===== config.mk =====
export PLATFORM = sky130hd
export DESIGN_NAME = mono_glyph_pixel_expander_core_flat
export DESIGN_NICKNAME = d
export VERILOG_FILES = /design/src/design/mgpe_pkg.sv /design/src/design/mgpe_if.sv /design/src/design/mgpe_front.sv /design/src/design/mgpe_queue.sv /design/src/design/mgpe_back.sv /design/src/design/mono_glyph_pixel_expander_core.sv /design/src/flat_wrapper.sv
export VERILOG_INCLUDE_DIRS = /design/src /design/src/design
export SDC_FILE = /design/constraint.sdc
export NUM_CORES = 2
export LEC_CHECK = 0
export ABC_CLOCK_PERIOD_IN_PS = 13100
export BUFFER_PORTS_ARGS = -buffer_cell sky130_fd_sc_hd__buf_2
export CAP_MARGIN = 20
export CORE_ASPECT_RATIO = 0.5
export CORE_MARGIN = 2
export CORE_UTILIZATION = 30
export DETAILED_ROUTE_END_ITERATION = 6
export PLACE_DENSITY = 0.48
export SYNTH_ARGS = -nofsm -noshare
export SYNTH_HDL_FRONTEND = slang
export SYNTH_HIERARCHICAL = 1
export SYNTH_SLANG_ARGS = --single-unit

===== constraint.sdc =====
create_clock -name clk -period 13.1 [get_ports clk]
set_clock_uncertainty 0.1 [all_clocks]
set_input_delay 1.31 -clock clk [delete_from_list [all_inputs] [get_ports clk]]
set_output_delay 1.31 -clock clk [all_outputs]
set_load 0.01 [all_outputs]

===== src/design/mono_glyph_pixel_expander_core_macros.svh =====
// Assertion macros shared by the glyph expander modules.
// Included by files that carry concurrent checks; depends on nothing.
`ifndef MONO_GLYPH_PIXEL_EXPANDER_CORE_MACROS_SVH
`define MONO_GLYPH_PIXEL_EXPANDER_CORE_MACROS_SVH

// Same-cycle implication, disabled while reset is high.
`define MGPE_ASSERT_NOW(label, clk, rst, ante, cons) \
  label: assert property (@(posedge clk) disable iff (rst) (ante) |-> (cons)) \
    else $error("mgpe: same-cycle check failed");

// Next-cycle implication, disabled while reset is high.
`define MGPE_ASSERT_NEXT(label, clk, rst, ante, cons) \
  label: assert property (@(posedge clk) disable iff (rst) (ante) |=> (cons)) \
    else $error("mgpe: next-cycle check failed");

`endif


===== src/design/mgpe_pkg.sv =====
// Shared types, constants and helper functions of the glyph pixel expander.
// Used by the channel interfaces and every module of the block.
package mgpe_pkg;

  // Defaults of the top-level parameters
  localparam int COORD_BITS_DEFAULT    = 12;
  localparam int MAX_GLYPH_DIM_DEFAULT = 64;

  // Field widths
  localparam int COORD_W     = 12;
  localparam int COLOR_W     = 24;
  localparam int BITMAP_W    = 8;
  localparam int ADDR_W      = 32;
  localparam int COUNT_W     = 2;
  localparam int DIM_W       = 7;
  localparam int RES_W       = 13;
  localparam int FMT_W       = 2;
  localparam int CFG_DATA_W  = 32;
  localparam int REG_IDX_W   = 3;
  localparam int PIX_IDX_W   = 3;
  localparam int BYTE_COL_W  = 4;
  localparam int ROW_OFS_W   = 7;
  localparam int BPP_W       = 3;

  localparam int QUEUE_DEPTH = 2;
  localparam int QPTR_W      = (QUEUE_DEPTH > 1) ? $clog2(QUEUE_DEPTH) : 1;
  localparam int QCNT_W      = $clog2(QUEUE_DEPTH + 1);

  // Register indexes
  localparam logic [REG_IDX_W-1:0] REG_GLYPH_WIDTH    = 3'd0;
  localparam logic [REG_IDX_W-1:0] REG_GLYPH_HEIGHT   = 3'd1;
  localparam logic [REG_IDX_W-1:0] REG_X_RESOLUTION   = 3'd2;
  localparam logic [REG_IDX_W-1:0] REG_Y_RESOLUTION   = 3'd3;
  localparam logic [REG_IDX_W-1:0] REG_PIXEL_FORMAT   = 3'd4;
  localparam logic [REG_IDX_W-1:0] REG_DRAW_TO_HIDDEN = 3'd5;
  localparam logic [REG_IDX_W-1:0] REG_VISIBLE_BASE   = 3'd6;
  localparam logic [REG_IDX_W-1:0] REG_HIDDEN_BASE    = 3'd7;

  // Pixel formats
  localparam logic [FMT_W-1:0] FMT_8BPP  = 2'd0;
  localparam logic [FMT_W-1:0] FMT_16BPP = 2'd1;
  localparam logic [FMT_W-1:0] FMT_24BPP = 2'd2;
  localparam logic [FMT_W-1:0] FMT_32BPP = 2'd3;

  // Register reset values
  localparam logic [DIM_W-1:0]  GLYPH_WIDTH_RST  = 7'd8;
  localparam logic [DIM_W-1:0]  GLYPH_HEIGHT_RST = 7'd16;
  localparam logic [RES_W-1:0]  X_RES_RST        = 13'd640;
  localparam logic [RES_W-1:0]  Y_RES_RST        = 13'd480;

  // One classified bitmap byte, as queued between front and back
  typedef struct packed {
    logic [BITMAP_W-1:0] enable_mask;  // bit k: pixel k is written
    logic [ADDR_W-1:0]   linear;       // x + y * x_resolution of pixel 0
    logic [ADDR_W-1:0]   base;
    logic [COLOR_W-1:0]  data;
    logic [COUNT_W-1:0]  count;
    logic [FMT_W-1:0]    fmt;
  } mgpe_entry_t;

  typedef struct packed {
    logic not_empty;
    logic not_full;
  } mgpe_q_status_t;

  function automatic logic [BPP_W-1:0] bpp_bytes(input logic [FMT_W-1:0] fmt);
    logic [BPP_W-1:0] b;
    unique case (fmt)
      FMT_8BPP:  b = 3'd1;
      FMT_16BPP: b = 3'd2;
      FMT_24BPP: b = 3'd3;
      FMT_32BPP: b = 3'd4;
      default:   b = 3'd4;
    endcase
    return b;
  endfunction

  // Multiply by bytes per pixel with shifts and one add
  function automatic logic [ADDR_W-1:0] scale_bpp(input logic [FMT_W-1:0] fmt,
                                                  input logic [ADDR_W-1:0] v);
    logic [ADDR_W-1:0] s;
    unique case (fmt)
      FMT_8BPP:  s = v;
      FMT_16BPP: s = v << 1;
      FMT_24BPP: s = v + (v << 1);
      FMT_32BPP: s = v << 2;
      default:   s = v << 2;
    endcase
    return s;
  endfunction

endpackage


===== src/design/mgpe_if.sv =====
// Valid/ready channel interfaces: glyph bytes in, pixel writes out.
// Depends on mgpe_pkg for field widths.
interface mgpe_glyph_if import mgpe_pkg::*; ();
  logic                valid;
  logic                ready;
  logic                first_of_glyph;
  logic [COORD_W-1:0]  glyph_x;
  logic [COORD_W-1:0]  glyph_y;
  logic [COLOR_W-1:0]  pixel_color;
  logic [BITMAP_W-1:0] bitmap_byte;

  modport source (output valid, first_of_glyph, glyph_x, glyph_y, pixel_color,
                  bitmap_byte, input ready);
  modport sink (input valid, first_of_glyph, glyph_x, glyph_y, pixel_color,
                bitmap_byte, output ready);
endinterface

interface mgpe_pixel_if import mgpe_pkg::*; ();
  logic               valid;
  logic               ready;
  logic               write_enable;
  logic [ADDR_W-1:0]  byte_address;
  logic [COLOR_W-1:0] write_data;
  logic [COUNT_W-1:0] byte_count;
  logic               last_of_byte;

  modport source (output valid, write_enable, byte_address, write_data, byte_count,
                  last_of_byte, input ready);
  modport sink (input valid, write_enable, byte_address, write_data, byte_count,
                last_of_byte, output ready);
endinterface


===== src/design/mgpe_front.sv =====
// Front end: configuration registers, glyph origin/counter state, and
// per-byte classification into queue entries. Depends on mgpe_pkg, mgpe_if.
module mgpe_front import mgpe_pkg::*; #(
  parameter int COORD_BITS    = COORD_BITS_DEFAULT,
  parameter int MAX_GLYPH_DIM = MAX_GLYPH_DIM_DEFAULT
) (
  input  logic                  clk,
  input  logic                  rst,
  input  logic                  cfg_write,
  input  logic [REG_IDX_W-1:0]  cfg_index,
  input  logic [CFG_DATA_W-1:0] cfg_data,
  mgpe_glyph_if.sink            glyph,
  input  mgpe_q_status_t        q_status,
  output logic                  push,
  output mgpe_entry_t           entry
);

  localparam int XW   = COORD_BITS + 1;   // origin plus up to 127 pixels
  localparam int PW   = XW + RES_W;
  localparam int CLMW = 9;                // holds MAX_GLYPH_DIM up to 256

  // Configuration registers
  logic [DIM_W-1:0]  glyph_width;
  logic [DIM_W-1:0]  glyph_height;
  logic [RES_W-1:0]  x_resolution;
  logic [RES_W-1:0]  y_resolution;
  logic [FMT_W-1:0]  pixel_format;
  logic              draw_to_hidden;
  logic [ADDR_W-1:0] visible_base;
  logic [ADDR_W-1:0] hidden_base;

  // Glyph state
  logic [COORD_BITS-1:0] origin_column;
  logic [COORD_BITS-1:0] origin_row;
  logic [COLOR_W-1:0]    latched_color;
  logic [BYTE_COL_W-1:0] byte_column;
  logic [ROW_OFS_W-1:0]  row_offset;

  logic [COORD_BITS-1:0] cur_col;
  logic [COORD_BITS-1:0] cur_row;
  logic [COLOR_W-1:0]    cur_color;
  logic [BYTE_COL_W-1:0] cur_bc;
  logic [ROW_OFS_W-1:0]  cur_ro;
  logic [XW-1:0]         y;
  logic [XW-1:0]         x0;
  logic [PW-1:0]         row_product;
  logic                  row_in;
  logic                  bases_ok;
  logic [BITMAP_W-1:0]   mask;
  logic [CLMW-1:0]       width_clamped;
  logic [CLMW-1:0]       height_clamped;
  logic [CLMW-1:0]       width_bytes;
  logic [BYTE_COL_W-1:0] byte_column_next;
  logic [ROW_OFS_W-1:0]  row_offset_next;
  logic [ROW_OFS_W-1:0]  row_inc;

  assign glyph.ready = q_status.not_full;
  assign push        = glyph.valid && q_status.not_full;

  always_ff @(posedge clk) begin
    if (rst) begin
      glyph_width    <= GLYPH_WIDTH_RST;
      glyph_height   <= GLYPH_HEIGHT_RST;
      x_resolution   <= X_RES_RST;
      y_resolution   <= Y_RES_RST;
      pixel_format   <= FMT_32BPP;
      draw_to_hidden <= 1'b0;
      visible_base   <= '0;
      hidden_base    <= '0;
    end else if (cfg_write) begin
      unique case (cfg_index)
        REG_GLYPH_WIDTH:    glyph_width    <= cfg_data[DIM_W-1:0];
        REG_GLYPH_HEIGHT:   glyph_height   <= cfg_data[DIM_W-1:0];
        REG_X_RESOLUTION:   x_resolution   <= cfg_data[RES_W-1:0];
        REG_Y_RESOLUTION:   y_resolution   <= cfg_data[RES_W-1:0];
        REG_PIXEL_FORMAT:   pixel_format   <= cfg_data[FMT_W-1:0];
        REG_DRAW_TO_HIDDEN: draw_to_hidden <= cfg_data[0];
        REG_VISIBLE_BASE:   visible_base   <= cfg_data[ADDR_W-1:0];
        REG_HIDDEN_BASE:    hidden_base    <= cfg_data[ADDR_W-1:0];
        default: ;
      endcase
    end
  end

  // A first byte restarts the glyph before it is drawn
  always_comb begin
    if (glyph.first_of_glyph) begin
      cur_col   = COORD_BITS'(glyph.glyph_x);
      cur_row   = COORD_BITS'(glyph.glyph_y);
      cur_color = glyph.pixel_color;
      cur_bc    = '0;
      cur_ro    = '0;
    end else begin
      cur_col   = origin_column;
      cur_row   = origin_row;
      cur_color = latched_color;
      cur_bc    = byte_column;
      cur_ro    = row_offset;
    end
  end

  assign y           = XW'(cur_row) + XW'(cur_ro);
  assign x0          = XW'(cur_col) + XW'({cur_bc, 3'b000});
  assign row_product = PW'(y) * PW'(x_resolution);
  assign row_in      = 32'(y) < 32'(y_resolution);
  assign bases_ok    = (visible_base != '0) && (hidden_base != '0);

  always_comb begin
    for (int k = 0; k < BITMAP_W; k++) begin
      mask[k] = glyph.bitmap_byte[BITMAP_W-1-k] && row_in && bases_ok &&
                (32'(x0 + XW'(k)) < 32'(x_resolution));
    end
  end

  always_comb begin
    entry.enable_mask = mask;
    entry.linear      = ADDR_W'(x0) + ADDR_W'(row_product);
    entry.base        = draw_to_hidden ? hidden_base : visible_base;
    entry.fmt         = pixel_format;
    unique case (pixel_format)
      FMT_8BPP: begin
        entry.data  = {16'h0000, cur_color[7:0]};
        entry.count = 2'd1;
      end
      FMT_16BPP: begin
        entry.data  = {8'h00, cur_color[15:0]};
        entry.count = 2'd2;
      end
      default: begin
        entry.data  = cur_color;
        entry.count = 2'd3;
      end
    endcase
  end

  // Row and column stepping with clamped glyph size
  always_comb begin
    if (glyph_width == '0) begin
      width_clamped = CLMW'(1);
    end else if (CLMW'(glyph_width) > CLMW'(MAX_GLYPH_DIM)) begin
      width_clamped = CLMW'(MAX_GLYPH_DIM);
    end else begin
      width_clamped = CLMW'(glyph_width);
    end
    if (glyph_height == '0) begin
      height_clamped = CLMW'(1);
    end else if (CLMW'(glyph_height) > CLMW'(MAX_GLYPH_DIM)) begin
      height_clamped = CLMW'(MAX_GLYPH_DIM);
    end else begin
      height_clamped = CLMW'(glyph_height);
    end
    width_bytes      = (width_clamped + CLMW'(7)) >> 3;
    byte_column_next = cur_bc + 1'b1;
    row_offset_next  = cur_ro;
    row_inc          = cur_ro + 1'b1;
    if (CLMW'(byte_column_next) >= width_bytes || byte_column_next == '0) begin
      byte_column_next = '0;
      row_offset_next  = (CLMW'(row_inc) >= height_clamped) ? '0 : row_inc;
    end
  end

  always_ff @(posedge clk) begin
    if (rst) begin
      origin_column <= '0;
      origin_row    <= '0;
      latched_color <= '0;
      byte_column   <= '0;
      row_offset    <= '0;
    end else if (push) begin
      origin_column <= cur_col;
      origin_row    <= cur_row;
      latched_color <= cur_color;
      byte_column   <= byte_column_next;
      row_offset    <= row_offset_next;
    end
  end

endmodule


===== src/design/mgpe_queue.sv =====
// Short FIFO of classified bytes between front and back end.
// Depends on mgpe_pkg and the shared assertion macros.
`include "mono_glyph_pixel_expander_core_macros.svh"
module mgpe_queue import mgpe_pkg::*; (
  input  logic           clk,
  input  logic           rst,
  input  logic           push,
  input  mgpe_entry_t    push_entry,
  input  logic           pop,
  output mgpe_entry_t    head,
  output mgpe_q_status_t status
);

  mgpe_entry_t       slots [QUEUE_DEPTH];
  logic [QPTR_W-1:0] wr_ptr;
  logic [QPTR_W-1:0] rd_ptr;
  logic [QCNT_W-1:0] count;

  assign status.not_empty = (count != '0);
  assign status.not_full  = (count != QCNT_W'(QUEUE_DEPTH));
  assign head             = slots[rd_ptr];

  always_ff @(posedge clk) begin
    if (push) begin
      slots[wr_ptr] <= push_entry;
    end
  end

  always_ff @(posedge clk) begin
    if (rst) begin
      wr_ptr <= '0;
      rd_ptr <= '0;
      count  <= '0;
    end else begin
      if (push) begin
        wr_ptr <= (wr_ptr == QPTR_W'(QUEUE_DEPTH - 1)) ? '0 : wr_ptr + 1'b1;
      end
      if (pop) begin
        rd_ptr <= (rd_ptr == QPTR_W'(QUEUE_DEPTH - 1)) ? '0 : rd_ptr + 1'b1;
      end
      unique case ({push, pop})
        2'b10:   count <= count + 1'b1;
        2'b01:   count <= count - 1'b1;
        default: count <= count;
      endcase
    end
  end

  `MGPE_ASSERT_NOW(a_count_bound, clk, rst, 1'b1, count <= QCNT_W'(QUEUE_DEPTH))
  `MGPE_ASSERT_NOW(a_pop_nonempty, clk, rst, pop, count != '0)
  `MGPE_ASSERT_NEXT(a_push_grows, clk, rst, push && !pop, count == QCNT_W'($past(count) + 1'b1))

endmodule


===== src/design/mgpe_back.sv =====
// Back end: expands one queued byte into eight pixel writes, one per cycle while the
// pixel sink is ready, through a registered output stage. Depends on mgpe_pkg, mgpe_if, macros.
`include "mono_glyph_pixel_expander_core_macros.svh"
module mgpe_back import mgpe_pkg::*; (
  input  logic           clk,
  input  logic           rst,
  input  mgpe_entry_t    head,
  input  mgpe_q_status_t q_status,
  output logic           pop,
  mgpe_pixel_if.source   pixel
);

  logic                 work_valid;
  logic [ADDR_W-1:0]    work_addr;
  logic [PIX_IDX_W-1:0] work_k;
  logic [BITMAP_W-1:0]  work_mask;
  logic [COLOR_W-1:0]   work_data;
  logic [COUNT_W-1:0]   work_count;
  logic [FMT_W-1:0]     work_fmt;

  logic issue;
  logic last_pixel;
  logic load;

  assign issue      = work_valid && (!pixel.valid || pixel.ready);
  assign last_pixel = (work_k == PIX_IDX_W'(BITMAP_W - 1));
  assign load       = q_status.not_empty && (!work_valid || (issue && last_pixel));
  assign pop        = load;

  always_ff @(posedge clk) begin
    if (rst) begin
      work_valid <= 1'b0;
      work_k     <= '0;
    end else if (load) begin
      work_valid <= 1'b1;
      work_k     <= '0;
    end else if (issue && last_pixel) begin
      work_valid <= 1'b0;
    end else if (issue) begin
      work_k <= work_k + 1'b1;
    end
  end

  // Address of pixel 0 on load, then step by bytes per pixel
  always_ff @(posedge clk) begin
    if (load) begin
      work_addr  <= head.base + scale_bpp(head.fmt, head.linear);
      work_mask  <= head.enable_mask;
      work_data  <= head.data;
      work_count <= head.count;
      work_fmt   <= head.fmt;
    end else if (issue) begin
      work_addr <= work_addr + ADDR_W'(bpp_bytes(work_fmt));
    end
  end

  always_ff @(posedge clk) begin
    if (rst) begin
      pixel.valid <= 1'b0;
    end else if (issue) begin
      pixel.valid <= 1'b1;
    end else if (pixel.ready) begin
      pixel.valid <= 1'b0;
    end
  end

  always_ff @(posedge clk) begin
    if (issue) begin
      pixel.write_enable <= work_mask[work_k];
      pixel.byte_address <= work_addr;
      pixel.write_data   <= work_data;
      pixel.byte_count   <= work_count;
      pixel.last_of_byte <= last_pixel;
    end
  end

  `MGPE_ASSERT_NEXT(a_hold_when_stalled, clk, rst, work_valid && !issue, $stable(work_k) && $stable(work_addr))
  `MGPE_ASSERT_NEXT(a_load_starts, clk, rst, load, work_valid && work_k == '0)
  `MGPE_ASSERT_NEXT(a_drain_idle, clk, rst, issue && last_pixel && !load, !work_valid)

endmodule


===== src/design/mono_glyph_pixel_expander_core.sv =====
// Glyph color expansion: one bitmap byte in, eight pixel writes out, pixel 0 first.
// Each byte passes through the queue and work registers to the registered output.
// Throughput: one pixel write per cycle while the pixel sink is ready; the single
// output port sets this, and a 2-entry queue lets input run ahead of output.
// Reset (rst, synchronous, active high) restores register defaults and clears
// glyph state, queue and output; no clearing pass is needed.
module mono_glyph_pixel_expander_core import mgpe_pkg::*; #(
  parameter int COORD_BITS    = COORD_BITS_DEFAULT,
  parameter int MAX_GLYPH_DIM = MAX_GLYPH_DIM_DEFAULT
) (
  input  logic                  clk,
  input  logic                  rst,
  input  logic                  cfg_write,
  input  logic [REG_IDX_W-1:0]  cfg_index,
  input  logic [CFG_DATA_W-1:0] cfg_data,
  mgpe_glyph_if.sink            glyph,
  mgpe_pixel_if.source          pixel
);

  logic           push;
  logic           pop;
  mgpe_entry_t    push_entry;
  mgpe_entry_t    head;
  mgpe_q_status_t q_status;

  mgpe_front #(
    .COORD_BITS    (COORD_BITS),
    .MAX_GLYPH_DIM (MAX_GLYPH_DIM)
  ) u_front (
    .clk       (clk),
    .rst       (rst),
    .cfg_write (cfg_write),
    .cfg_index (cfg_index),
    .cfg_data  (cfg_data),
    .glyph     (glyph),
    .q_status  (q_status),
    .push      (push),
    .entry     (push_entry)
  );

  mgpe_queue u_queue (
    .clk        (clk),
    .rst        (rst),
    .push       (push),
    .push_entry (push_entry),
    .pop        (pop),
    .head       (head),
    .status     (q_status)
  );

  mgpe_back u_back (
    .clk      (clk),
    .rst      (rst),
    .head     (head),
    .q_status (q_status),
    .pop      (pop),
    .pixel    (pixel)
  );

endmodule

===== src/flat_wrapper.sv =====
// flat-port wrapper written by rule: the top's interface ports become plain ports
module mono_glyph_pixel_expander_core_flat import mgpe_pkg::*;
#(
  parameter int COORD_BITS    = COORD_BITS_DEFAULT,
  parameter int MAX_GLYPH_DIM = MAX_GLYPH_DIM_DEFAULT
)
  (clk, rst, cfg_write, cfg_index, cfg_data, glyph_valid, glyph_first_of_glyph, glyph_glyph_x, glyph_glyph_y, glyph_pixel_color, glyph_bitmap_byte, glyph_ready, pixel_valid, pixel_write_enable, pixel_byte_address, pixel_write_data, pixel_byte_count, pixel_last_of_byte, pixel_ready);
  mgpe_glyph_if glyph_i ();
  mgpe_pixel_if pixel_i ();
  input  logic clk;
  input  logic rst;
  input  logic cfg_write;
  input  logic [REG_IDX_W-1:0] cfg_index;
  input  logic [CFG_DATA_W-1:0] cfg_data;
  input wire logic [$bits(glyph_i.valid)-1:0] glyph_valid;
  input wire logic [$bits(glyph_i.first_of_glyph)-1:0] glyph_first_of_glyph;
  input wire logic [$bits(glyph_i.glyph_x)-1:0] glyph_glyph_x;
  input wire logic [$bits(glyph_i.glyph_y)-1:0] glyph_glyph_y;
  input wire logic [$bits(glyph_i.pixel_color)-1:0] glyph_pixel_color;
  input wire logic [$bits(glyph_i.bitmap_byte)-1:0] glyph_bitmap_byte;
  output wire logic [$bits(glyph_i.ready)-1:0] glyph_ready;
  output wire logic [$bits(pixel_i.valid)-1:0] pixel_valid;
  output wire logic [$bits(pixel_i.write_enable)-1:0] pixel_write_enable;
  output wire logic [$bits(pixel_i.byte_address)-1:0] pixel_byte_address;
  output wire logic [$bits(pixel_i.write_data)-1:0] pixel_write_data;
  output wire logic [$bits(pixel_i.byte_count)-1:0] pixel_byte_count;
  output wire logic [$bits(pixel_i.last_of_byte)-1:0] pixel_last_of_byte;
  input wire logic [$bits(pixel_i.ready)-1:0] pixel_ready;
  assign glyph_i.valid = glyph_valid;
  assign glyph_i.first_of_glyph = glyph_first_of_glyph;
  assign glyph_i.glyph_x = glyph_glyph_x;
  assign glyph_i.glyph_y = glyph_glyph_y;
  assign glyph_i.pixel_color = glyph_pixel_color;
  assign glyph_i.bitmap_byte = glyph_bitmap_byte;
  assign glyph_ready = glyph_i.ready;
  assign pixel_valid = pixel_i.valid;
  assign pixel_write_enable = pixel_i.write_enable;
  assign pixel_byte_address = pixel_i.byte_address;
  assign pixel_write_data = pixel_i.write_data;
  assign pixel_byte_count = pixel_i.byte_count;
  assign pixel_last_of_byte = pixel_i.last_of_byte;
  assign pixel_i.ready = pixel_ready;
  mono_glyph_pixel_expander_core #(.COORD_BITS(COORD_BITS), .MAX_GLYPH_DIM(MAX_GLYPH_DIM)) u_core (.clk(clk), .rst(rst), .cfg_write(cfg_write), .cfg_index(cfg_index), .cfg_data(cfg_data), .glyph(glyph_i), .pixel(pixel_i));
endmodule

==> summary.md <==
| Metric | Value |
|---|---|
| Hold buffer count at CTS | 0 |
| Synth cell count leaders | 456 x nand2_1, 328 x edfxtp_1, 307 x ha_1 |
| Yosys top cell area share | 28.7% |
| Starting Density | 30.3% |
| Synth area leaders | edfxtp_1 29%, ha_1 11%, dfxtp_1 10% |
| WP data arrival | 9560 ps |
| Num CTS Buffers | 52 |
| EDFF count, synth | between 300 and 400 |
| Initial DRC Count | 1550 |
| Fraction of layout cells with a size suffix above 1 | 11.5% |
| Hpwl dp | 71700 um |
| Fmax | 0.108 GHz |
| Core Box Area | 113000 um2 |
| Final #Nets | 3988 |
| Post-synth ARST share | 0% |
| Worst-Margin Slew | roughly 1000 ps |
| H-tree depth | 2 |
| First-pass GRT wire length | 148000 um |
| Post-synthesis cell count | ~3300 |
| Clock sink count | 504 |
| Antenna violations before repair | 10 |
| PD cells | 202 nW/um2 |
| Max-cap viol count | 0 |
| Layout area overhead | 11.9% |
| Vias in the first global route | 24600 |
| Setup CP Type | in2reg |
| Die ar. | between 100000 and 150000 um2 |
| WL per Instance | 19.1 um |
| Post-CTS setup buffer count | 0 |
| Slew HR | 30.1% |
| Final Instance Area | around 38000 um2 |
| Synthesis-stage register bit count | 504 |
| Synth unique cells | 81 |
| Setup TNS | 0 ps |
| Post-layout minimum cycle time | ~9300 ps |
| CP max stage cell | xnor2_1 |
| Largest net degree at the start of global routing | 94 |
| Register area | 13400 um2 |
| Seq/Total Area, Yosys | between 30% and 40% |
| RSZ-0062 raised after global routing | no |
| Maximum fanout along the worst path | 19 |
| GP Congestion | 0.850 |
| Critical path endpoint category | flop |
| CTS tree | done |
| Placed inst area | ~37000 um2 |
| Root Buffer | clkbuf_16 |
| HP Class | reg2reg |
| Hold WS | 319 ps |
| Pleak | between 0.015 and 0.02 uW |
| Synth warn | 6 |
| Largest area contributor in the netlist | edfxtp_1 |
| Primary FF master, synth | edfxtp_1 |
| Vias | between 20000 and 25000 |
| Fillers | around 11000 |
| Die X | 482 um |
| GR Util All Layers | between 15 and 20% |
| Avg Cell Area, Syn | 10.3 um2 |
| Max VDD drop | 117 uV |
| Fin. Hold Viols | 0 |
| Die Ht | 243 um |
| DRT Pass-1 Iters | 5 |
| Remaining Overflow, GRT | 0 |
| Skew-Pair Late Insertion Delay | 610 ps |
| Routed wire length | 95700 um |
| Post_cts resized | 0 |
| Via density | 4.93 |
| Startpoint Class | input pin |
| # IOs | 159 |
| CP max stage delay | approximately 570 ps |
| Cell with the most instances after synthesis | nand2_1 |
| Cell Area, Synth | approximately 34000 um2 |
| Final Setup Violations | 0 |
| Fin. max-slew vios | 0 |
| CP Data Required Time | 13380 ps |
| CTS Buffer Depth | 3 |
| # rows | a little under 90 |
| DRC Markers | 0 |
| Remaining antenna violation count | 0 |
| Period utilisation layout | 70.8% |
| CTS clock-pin slew for the worst setup and hold paths | 60 ps |
| Area of the multi-input gates | 19500 um2 |
| Outcome | finished clean |
| Port Buf Inserts | 158 |
## area by class of cell
cell class / count / area share, %
Antenna cell: 3 / 0.0195
Clock buffer: 65 / 3.60
Clock inverter: 31 / 0.629
Inverter: 237 / 2.32
Multi-Input combinational cell: 2454 / 50.8
Sequential cell: 504 / 34.8
Tap cell: 1513 / 4.93
Timing Repair Buffer: 199 / 2.93
## cells by family (layout without fill, tap and decap cells)
family | Yosys count | in the layout | share of synthesized area (%)
AND/OR/NAND/NOR | 1003 | 1003 | 13.6
AO/OA/AOI/OAI | 579 | 579 | 10.5
flip-flops | 504 | 504 | 39.0
adder cells (fa/ha/maj) | 443 | 443 | 19.1
buffers and inverters | 377 | 532 | 4.39
multiplexers | 225 | 225 | 8.20
XOR/XNOR | 199 | 199 | 5.20
other | 1 | 8 | 0.0109
## where the power goes
| group | leakage [uW] | switching, uW | internal, uW | total, uW |
|---|---|---|---|---|
| Sequential | 0.00453 | 182 | 2200 | 2380 |
| Clock | 0.000786 | 649 | 792 | 1440 |
| Combinational | 0.0104 | 2320 | 1600 | 3920 |
## registers in the layout, indices dropped and copies added, names as in the netlist, 3 cells and up, named ones only
| name | cells |
|---|---|
| u_core/u_front/byte_column | 4 |
| u_core/u_back/pixel.write_data | 24 |
| u_core/u_back/work_data | 24 |
| u_core/u_back/work_k | 3 |
| u_core/u_queue/slots | 200 |
| u_core/u_front/row_offset | 7 |
| u_core/u_back/work_addr | 32 |
| u_core/u_back/pixel.byte_address | 32 |
| u_core/u_front/origin_column | 12 |
| u_core/u_front/hidden_base | 32 |
| u_core/u_back/work_mask | 8 |
| u_core/u_front/origin_row | 12 |
| u_core/u_front/x_resolution | 13 |
| u_core/u_front/y_resolution | 13 |
| u_core/u_front/latched_color | 24 |
| u_core/u_front/glyph_height | 7 |
| u_core/u_front/visible_base | 32 |
| u_core/u_front/glyph_width | 7 |
## metrics by stage
step	setup WS (ps)	total power, uW	utilization, %	std cells
floorplan	3490	5270	-	3335
global placement	3280	6290	32.5	4906
detailed placement	3170	6330	32.5	4907
CTS	3800	7820	34.0	5003
global route	3240	8360	34.0	5006
finish	3820	7750	34.0	5006
## per-layer routing
layer	GRT usage (%)	wire length [um]	part of all wire, %	up-vias
met5	0	0	0	-
met3	1.76	4260	4.5	115
met4	4.28	2200	2.3	0
met2	25.2	42300	44	496
li1	-	-	-	12000
met1	23.8	47000	49	12100
## path summary, 6_finish.rpt
| path | slack [ps] | endpoint | start | depth (start not counted) |
|---|---|---|---|---|
| setup / recovery | 3820 | u_core/u_queue/slots[0][80] | glyph_first_of_glyph | 30 |
| hold / removal | 320 | u_core/u_back/pixel.write_data[9] | u_core/u_back/work_data[9] | 0 |
| setup reg to reg | 4560 | u_core/u_queue/slots[0][80] | u_core/u_front/origin_row[1] | 29 |
| hold reg to reg | 320 | u_core/u_back/pixel.write_data[9] | u_core/u_back/work_data[9] | 0 |
## cells in the final DEF (no fill, tap or decap), types with 11 or more instances in the layout
| master | instances |
|---|---|
| edfxtp_1 | 328 |
| buf_2 | 156 |
| o21a_1 | 16 |
| ha_1 | 307 |
| nor4_1 | 28 |
| and2_1 | 80 |
| fa_1 | 136 |
| and3_1 | 13 |
| xnor2_1 | 127 |
| a21o_1 | 70 |
| mux2i_1 | 40 |
| mux2_2 | 55 |
| o21ai_0 | 95 |
| a211o_1 | 25 |
| nor2_1 | 182 |
| o31ai_1 | 11 |
| mux2_1 | 99 |
| mux4_2 | 29 |
| nand2b_1 | 29 |
| buf_4 | 42 |
| xor2_1 | 65 |
| clkbuf_1 | 11 |
| a211oi_1 | 20 |
| nand3_1 | 45 |
| nor2b_1 | 39 |
| nand4_1 | 32 |
| a21oi_1 | 246 |
| clkbuf_16 | 53 |
| nor3_1 | 46 |
| dfxtp_1 | 175 |
| inv_1 | 232 |
| a31oi_1 | 20 |
| nand2_1 | 455 |
## worst max-delay path, delay by kind of cell
kind,cells,cell delay [ps]
fa+ha+maj,8,3700
compound gates,6,1720
simple gates,6,960
buf+inv,8,860
xor+xnor,1,570
mux,1,420
Note: power is estimated with default switching activity, not from simulation.
